<file path="config.mk">
export PLATFORM = sky130hd
export DESIGN_NAME = heater_thermostat_dwell_core
export DESIGN_NICKNAME = d
export VERILOG_FILES = /design/src/htd_pkg.sv /design/src/htd_next.sv /design/src/heater_thermostat_dwell_core.sv
export SDC_FILE = /design/constraint.sdc
export NUM_CORES = 1
export LEC_CHECK = 0
export BUFFER_PORTS_ARGS = -buffer_cell sky130_fd_sc_hd__buf_2
export CAP_MARGIN = 20
export CORE_AREA = 10 10 132 134
export CTS_CLUSTER_SIZE = 25
export DETAILED_ROUTE_END_ITERATION = 10
export DIE_AREA = 0 0 142 144
export GPL_TIMING_DRIVEN = 0
export PLACE_DENSITY = 0.69
export SYNTH_ARGS = -nofsm -noshare
export SYNTH_HDL_FRONTEND = slang
export SYNTH_SLANG_ARGS = --single-unit
</file>
<file path="constraint.sdc">
create_clock -name clk_i -period 4.2 [get_ports clk_i]
set_input_delay 0 -clock clk_i [delete_from_list [all_inputs] [get_ports clk_i]]
set_output_delay 0 -clock clk_i [all_outputs]
set_load 0.01 [all_outputs]
</file>
<file path="src/htd_pkg.sv">
// Shared types and constants for the two-zone heater thermostat with dwell timer.
`default_nettype none

package htd_pkg;

  // Control phase of the thermostat, as reported on the mode output.
  typedef enum logic [2:0] {
    PH_IDLE         = 3'd0,
    PH_CONFIRM_LOW  = 3'd1,
    PH_HEATING      = 3'd2,
    PH_CONFIRM_HIGH = 3'd3
  } phase_e;

  // Configuration register indexes.
  typedef enum logic [1:0] {
    REG_LIMIT_TEMP  = 2'd0,
    REG_HYSTERESIS  = 2'd1,
    REG_DWELL_TICKS = 2'd2
  } cfg_reg_e;

  // Control bits of the thermostat state.
  typedef struct packed {
    phase_e phase;
    logic   zone_sel;
    logic   heat_drive;
    logic   low_flag;
  } htd_ctrl_t;

  localparam int CFG_INDEX_BITS = 2;
  localparam int CFG_DATA_BITS  = 32;
  localparam int DWELL_RESET    = 100 * 60 * 1;

endpackage

`default_nettype wire

</file>
<file path="src/htd_next.sv">
// Next-state logic of the thermostat for one tick.
`default_nettype none

module htd_next #(
  parameter int TEMP_BITS  = 16,
  parameter int DWELL_BITS = 16
) (
  input  htd_pkg::htd_ctrl_t    ctrl_i,
  input  logic [DWELL_BITS-1:0] count_i,
  input  logic [TEMP_BITS-1:0]  latched_i,
  input  logic [TEMP_BITS-1:0]  zone1_i,
  input  logic [TEMP_BITS-1:0]  zone2_i,
  input  logic                  enable_i,
  input  logic [TEMP_BITS-1:0]  limit_i,
  input  logic [TEMP_BITS-2:0]  hyst_i,
  input  logic [DWELL_BITS-1:0] dwell_i,
  output htd_pkg::htd_ctrl_t    ctrl_o,
  output logic [DWELL_BITS-1:0] count_o,
  output logic [TEMP_BITS-1:0]  latched_o,
  output logic                  done_o
);
  import htd_pkg::*;

  logic [TEMP_BITS-1:0]     cur;
  logic signed [TEMP_BITS:0] cur_s;
  logic signed [TEMP_BITS:0] z1_s;
  logic signed [TEMP_BITS:0] z2_s;
  logic signed [TEMP_BITS:0] lim_s;
  logic signed [TEMP_BITS:0] high_s;
  logic                      count_le1;

  always_comb begin
    cur       = ctrl_i.zone_sel ? zone2_i : zone1_i;
    cur_s     = $signed({cur[TEMP_BITS-1], cur});
    z1_s      = $signed({zone1_i[TEMP_BITS-1], zone1_i});
    z2_s      = $signed({zone2_i[TEMP_BITS-1], zone2_i});
    lim_s     = $signed({limit_i[TEMP_BITS-1], limit_i});
    // Full-width threshold: a sum past the sample range never ends heating
    high_s    = lim_s + $signed({2'b00, hyst_i});
    count_le1 = (count_i <= DWELL_BITS'(1));
  end

  always_comb begin
    ctrl_o    = ctrl_i;
    count_o   = count_i;
    latched_o = latched_i;
    done_o    = 1'b0;

    if (!enable_i) begin
      ctrl_o.phase      = PH_IDLE;
      ctrl_o.heat_drive = 1'b0;
      ctrl_o.low_flag   = 1'b0;
      count_o           = '0;
    end else begin
      unique case (ctrl_i.phase)
        PH_CONFIRM_LOW: begin
          if (cur_s >= lim_s) begin
            ctrl_o.phase      = PH_IDLE;
            ctrl_o.heat_drive = 1'b0;
            ctrl_o.low_flag   = 1'b0;
            count_o           = '0;
          end else if (count_le1) begin
            ctrl_o.phase      = PH_HEATING;
            ctrl_o.heat_drive = 1'b1;
            ctrl_o.low_flag   = 1'b1;
            count_o           = '0;
          end else begin
            count_o = count_i - DWELL_BITS'(1);
          end
        end
        PH_HEATING: begin
          if (cur_s >= high_s) begin
            ctrl_o.phase = PH_CONFIRM_HIGH;
            count_o      = dwell_i;
          end
        end
        PH_CONFIRM_HIGH: begin
          if (cur_s < high_s) begin
            // dip during the off dwell: back to heating
            ctrl_o.phase = PH_HEATING;
            count_o      = '0;
          end else if (count_le1) begin
            ctrl_o.phase      = PH_IDLE;
            ctrl_o.heat_drive = 1'b0;
            ctrl_o.low_flag   = 1'b0;
            count_o           = '0;
            done_o            = 1'b1;
          end else begin
            count_o = count_i - DWELL_BITS'(1);
          end
        end
        default: begin
          ctrl_o.phase = PH_IDLE;
          // zone two wins when both zones are low
          if (z2_s < lim_s) begin
            ctrl_o.zone_sel = 1'b1;
            latched_o       = zone2_i;
            ctrl_o.phase    = PH_CONFIRM_LOW;
            count_o         = dwell_i;
          end else if (z1_s < lim_s) begin
            ctrl_o.zone_sel = 1'b0;
            latched_o       = zone1_i;
            ctrl_o.phase    = PH_CONFIRM_LOW;
            count_o         = dwell_i;
          end
        end
      endcase
    end
  end

endmodule

`default_nettype wire

</file>
<file path="src/heater_thermostat_dwell_core.sv">
// Two-zone heater thermostat with hysteresis and dwell timer, top level.
// Usage:
//   Each input transaction (zone1_temp_i, zone2_temp_i, enable_i) is one tick
//   of the timebase and yields exactly one result transaction showing the
//   state after that tick: heater drive, low temperature flag, latched zone
//   and temperature, end-of-cycle pulse and mode.
//   The input transaction lands in an input register; once the result slot
//   is free, the threshold compares and dwell counter update run in one pass
//   and load the state and result registers. Throughput is one transaction
//   per cycle while the receiver does not stall.
//   When the receiver stalls, the result is held and the input register keeps
//   one further transaction; in_ready_o drops only when both are occupied.
//   Configuration writes (limit, hysteresis, dwell) are taken every cycle on
//   a separate channel; index 3 is ignored; the data is truncated per register.
//   Reset clears the state to idle with the heater off, limit and hysteresis
//   to zero and dwell to 6000 ticks.
`default_nettype none

module heater_thermostat_dwell_core #(
  parameter int TEMP_BITS  = 16,
  parameter int DWELL_BITS = 16
) (
  input  logic                                   clk_i,
  input  logic                                   rst_ni,
  // configuration write channel
  input  logic                                   cfg_valid_i,
  output logic                                   cfg_ready_o,
  input  logic [htd_pkg::CFG_INDEX_BITS-1:0]     cfg_index_i,
  input  logic [htd_pkg::CFG_DATA_BITS-1:0]      cfg_data_i,
  // input channel
  input  logic                                   in_valid_i,
  output logic                                   in_ready_o,
  input  logic signed [TEMP_BITS-1:0]            zone1_temp_i,
  input  logic signed [TEMP_BITS-1:0]            zone2_temp_i,
  input  logic                                   enable_i,
  // result channel
  output logic                                   out_valid_o,
  input  logic                                   out_ready_i,
  output logic                                   heater_drive_o,
  output logic                                   low_temp_flag_o,
  output logic                                   active_zone_o,
  output logic signed [TEMP_BITS-1:0]            trigger_temp_o,
  output logic                                   cycle_done_o,
  output logic [2:0]                             mode_o
);
  import htd_pkg::*;

  // configuration registers
  logic [TEMP_BITS-1:0]  limit_q;
  logic [TEMP_BITS-2:0]  hyst_q;
  logic [DWELL_BITS-1:0] dwell_q;

  // input register
  logic                 in_vld_q;
  logic [TEMP_BITS-1:0] zone1_q;
  logic [TEMP_BITS-1:0] zone2_q;
  logic                 enable_q;

  // state, which doubles as the result register
  htd_ctrl_t             ctrl_q,    ctrl_d;
  logic [DWELL_BITS-1:0] count_q,   count_d;
  logic [TEMP_BITS-1:0]  latched_q, latched_d;
  logic                  done_q,    done_d;
  logic                  out_vld_q;

  logic advance;
  logic in_fire;

  assign cfg_ready_o = 1'b1;

  always_ff @(posedge clk_i or negedge rst_ni) begin
    if (!rst_ni) begin
      limit_q <= '0;
      hyst_q  <= '0;
      dwell_q <= DWELL_BITS'(DWELL_RESET);
    end else if (cfg_valid_i) begin
      unique case (cfg_reg_e'(cfg_index_i))
        REG_LIMIT_TEMP:  limit_q <= cfg_data_i[TEMP_BITS-1:0];
        REG_HYSTERESIS:  hyst_q  <= cfg_data_i[TEMP_BITS-2:0];
        REG_DWELL_TICKS: dwell_q <= cfg_data_i[DWELL_BITS-1:0];
        default: ;
      endcase
    end
  end

  // advance the computing stage when the result slot is free or being taken
  assign advance    = in_vld_q && (!out_vld_q || out_ready_i);
  assign in_ready_o = !in_vld_q || advance;
  assign in_fire    = in_valid_i && in_ready_o;

  always_ff @(posedge clk_i or negedge rst_ni) begin
    if (!rst_ni) begin
      in_vld_q <= 1'b0;
    end else if (in_fire) begin
      in_vld_q <= 1'b1;
    end else if (advance) begin
      in_vld_q <= 1'b0;
    end
  end

  always_ff @(posedge clk_i) begin
    if (in_fire) begin
      zone1_q  <= zone1_temp_i;
      zone2_q  <= zone2_temp_i;
      enable_q <= enable_i;
    end
  end

  htd_next #(
    .TEMP_BITS (TEMP_BITS),
    .DWELL_BITS(DWELL_BITS)
  ) u_next (
    .ctrl_i   (ctrl_q),
    .count_i  (count_q),
    .latched_i(latched_q),
    .zone1_i  (zone1_q),
    .zone2_i  (zone2_q),
    .enable_i (enable_q),
    .limit_i  (limit_q),
    .hyst_i   (hyst_q),
    .dwell_i  (dwell_q),
    .ctrl_o   (ctrl_d),
    .count_o  (count_d),
    .latched_o(latched_d),
    .done_o   (done_d)
  );

  always_ff @(posedge clk_i or negedge rst_ni) begin
    if (!rst_ni) begin
      ctrl_q    <= '{phase: PH_IDLE, zone_sel: 1'b0, heat_drive: 1'b0, low_flag: 1'b0};
      count_q   <= '0;
      latched_q <= '0;
      done_q    <= 1'b0;
      out_vld_q <= 1'b0;
    end else begin
      if (advance) begin
        ctrl_q    <= ctrl_d;
        count_q   <= count_d;
        latched_q <= latched_d;
        done_q    <= done_d;
        out_vld_q <= 1'b1;
      end else if (out_ready_i) begin
        out_vld_q <= 1'b0;
      end
    end
  end

  assign out_valid_o     = out_vld_q;
  assign heater_drive_o  = ctrl_q.heat_drive;
  assign low_temp_flag_o = ctrl_q.low_flag;
  assign active_zone_o   = ctrl_q.zone_sel;
  assign trigger_temp_o  = latched_q;
  assign cycle_done_o    = done_q;
  assign mode_o          = ctrl_q.phase;

endmodule

`default_nettype wire
</file>
==> metrics.md <==
| Metric | Value |
|---|---|
| Status | `finished, violations left` |
| Failing checks | `setup timing` |
| Overflow after GRT | `0` |
| Period utilization | `112.2%` |
| WS Path Type | `reg -> reg` |
| Synth unique cells | `66` |
| Gr usage total | `20.12%` |
| Min Hold Slack | `69.73 ps` |
| Post-synth top flop | `dfrtp_1` |
| Maximum vdd drop | `0.0003520 V` |
| CTS tree | `yes` |
| Nets | `1,024` |
| IO buf count | `79` |
| Die Ht | `144 um` |
| CTS Buf Count | `17` |
| Clk sinks | `119` |
| Worst setup margin | `-514.3 ps` |
| Syn Inst Count | `695` |
| Worst hold path type | `in -> reg` |
| Initial antenna violation count | `0` |
| Io pins | `98` |
| Combined area of the multi-input logic cells | `0.004024 mm^2` |
| Post-route cell area | `0.009524 mm^2` |
| Total Power | `5679 uW` |
| Vias in the first global route | `6,567` |
| First-pass DRT Iterations | `7` |
| Clock Path Buffers | `2` |
| Final Non-Filler Cells | `1,072` |
| Post-synth EDFFs | `33` |
| Fill count | `1,178` |
| Most frequent cells in the layout | `buf_2, ha_1, dfrtp_1` |
| Fmax | `0.2121 GHz` |
| Core area | `0.01486 mm^2` |
| Worst EP arrival | `5050 ps` |
| Synthesis-to-layout area growth | `31.17%` |
| Leakage | `0.004168 uW` |
| Share of cells above drive strength 1 | `27.49%` |
| FFs w/ async S/R, synth | `72.27%` |
| Worst slew pin tran | `880.2 ps` |
| Final hold viol count | `0` |
| WP data required | `4530 ps` |
| Placed Cells | `964` |
| Clock latency on the worst-skew pair | `420 ps` |
| DRC | `0` |
| Pwr Density | `596.3 mW/mm^2` |
| Max_cap viols | `0` |
| Antenna diodes | `0` |
| HPWL Detailed | `15,060 um` |
| Clock-pin slew on the worst setup and hold paths | `60 ps` |
| Unrepaired setup endpoints after global routing | `true` |
| Crit start category | `flop` |
| Register Area | `0.003153 mm^2` |
| Rel. slew slack | `41.32%` |
| Setup skew after layout | `8.732 ps` |
| Largest net degree at the start of global routing | `48` |
| Antenna Nets Post-Route | `0` |
| Total die area | `0.02045 mm^2` |
| Cell area after placement | `0.007980 mm^2` |
| WL final | `20,400 um` |
| Sequential fraction of the synthesis area | `43.41%` |
| Crit path time final | `4714 ps` |
| Pre-CTS WS | `-864.2 ps` |
| Mean Syn Cell Area | `10.45 um^2` |
| Max H-tree Level | `4` |
| Initial Utilization | `48.85%` |
| Iteration-0 DRC Markers | `323` |
| DR vias/cell | `5.738` |
| Die X | `142 um` |
| Routed via count | `6,151` |
| Net count after synthesis | `848` |
| RePlAce Congestion | `0.9203` |
| First-pass GRT wire length | `32,990 um` |
| Max-slew violations | `0` |
| Commonest non-fill, non-tap cell in the layout | `buf_2` |
| Routed WL per cell | `19.03 um` |
| Yosys warns | `0` |
| Rows | `45` |
| Final Setup Violations | `19` |
| Crit end category | `flop` |
| Flops & latches, synth | `119` |
| Root buf cell | `clkbuf_16` |
| CP Max Fanout | `5` |
| Mapped Area | `0.007261 mm^2` |
## power by group
group	switching (uW)	internal, uW
sequential	181	1450
combinational	1380	1060
clock	541	1060
## per-layer routing
metal  track usage, %  part of all wire [%]  routed length (um)
met1            24.47                    44                8960
met3            4.723                   4.7                 963
met4            7.961                   1.8                 376
met2            33.69                    50               10100
met5                0                     0                   0
## Yosys cell counts, types with 4 or more instances
library cell,instances,share of area [%]
mux2i_1,17,2.3
nand3_1,7,0.48
nor2b_1,4,0.34
o22ai_1,5,0.43
a211oi_1,11,1.1
nand2b_1,10,0.86
o21ai_1,7,0.48
clkbuf_1,12,0.62
mux2_2,48,7.4
or4_1,4,0.41
dfrtp_1,79,27
inv_1,37,1.9
or3_1,6,0.52
xnor2_1,10,1.2
edfxtp_1,33,14
nor3_1,14,0.97
a21oi_1,51,3.5
a32oi_1,7,0.84
o21ai_0,41,2.8
dfstp_2,7,2.5
o31ai_1,4,0.41
nor2_1,42,2.2
ha_1,80,14
a22oi_1,8,0.83
xor2_1,6,0.72
buf_2,6,0.41
nand4_1,11,0.95
nand2_1,62,3.2
nor4_1,4,0.34
## path summary, 6_finish.rpt
path / cells after the start / slack (ps) / end / start
worst max-delay path: 21 / -510 / count_q[13] / limit_q[0]
worst min-delay path: 3 / 70 / limit_q[0] / cfg_index_i[0]
worst max register to register: 21 / -510 / count_q[13] / limit_q[0]
worst min register to register: 1 / 510 / dwell_q[7] / dwell_q[7]
max in group asynchronous: 3 / 3390 / dwell_q[8] / rst_ni
min in group asynchronous: 2 / 120 / dwell_q[2] / rst_ni
## critical path, stage by stage (launching register included)
cell and delay (ps):
dfrtp_2 390, ha_4 150, inv_2 40, fa_2 330, nor2b_1 110, o21a_1 160
o21ai_2 80, a211oi_2 320, nor3_2 80, o31ai_2 240, a21oi_2 100, xnor2_1 140
ha_1 320, nand4_1 140, or4_4 580, or2_4 290, a211oi_4 280, a311oi_4 80
nor3_4 310, buf_6 190, a32oi_1 100, o22ai_1 190
## final cells by class
class	instances	share of cell area, %
clock buffer	19	4.651
timing repair buffer	157	12.39
inverter	38	1.498
buffer	23	1.511
clock inverter	13	2.128
sequential	119	33.11
tap	188	2.470
multi-input combinational	515	42.25
## state kept, by name, indices dropped and copies added (netlist names)
| register | flops |
|---|---|
| zone1_q | 16 |
| enable_q | 1 |
| active_zone_o | 1 |
| hyst_q | 15 |
| cycle_done_o | 1 |
| in_vld_q | 1 |
| dwell_q | 16 |
| trigger_temp_o | 16 |
| out_valid_o | 1 |
| heater_drive_o | 1 |
| mode_o | 2 |
| limit_q | 16 |
| count_q | 16 |
| zone2_q | 16 |
## repair_timing
action	4_1_cts	5_1_grt
hold buffers	53	0
setup buffers	12	9
resized for setup	24	24
cloned	2	1
pin swaps	23	17
setup endpoints to repair	20	20
hold endpoints to repair	121	0
## metrics by stage
| step | setup TNS (ps) | util [%] |
|---|---|---|
| 6_report | -8840 | 64.07 |
| 5_1_grt | -12490 | 64.07 |
| 4_1_cts | -9704 | 62.98 |
| 3_5_place_dp | -14490 | 53.69 |
| 3_3_place_gp | -13290 | 53.38 |
| 2_1_floorplan | -1031 | - |
## cells by family (layout without fill, tap and decap cells)
logic type | after synthesis | after routing | synth area share (%)
multiplexers | 65 | 65 | 9.788
other | 2 | 2 | 0.1034
XOR/XNOR | 16 | 16 | 1.930
adder cells (fa/ha/maj) | 81 | 81 | 14.06
AO/OA/AOI/OAI | 168 | 168 | 15.03
AND/OR/NAND/NOR | 183 | 183 | 12.17
buffers and inverters | 61 | 250 | 3.515
flip-flops | 119 | 119 | 43.41
Note: power is estimated with default switching activity, not from simulation.
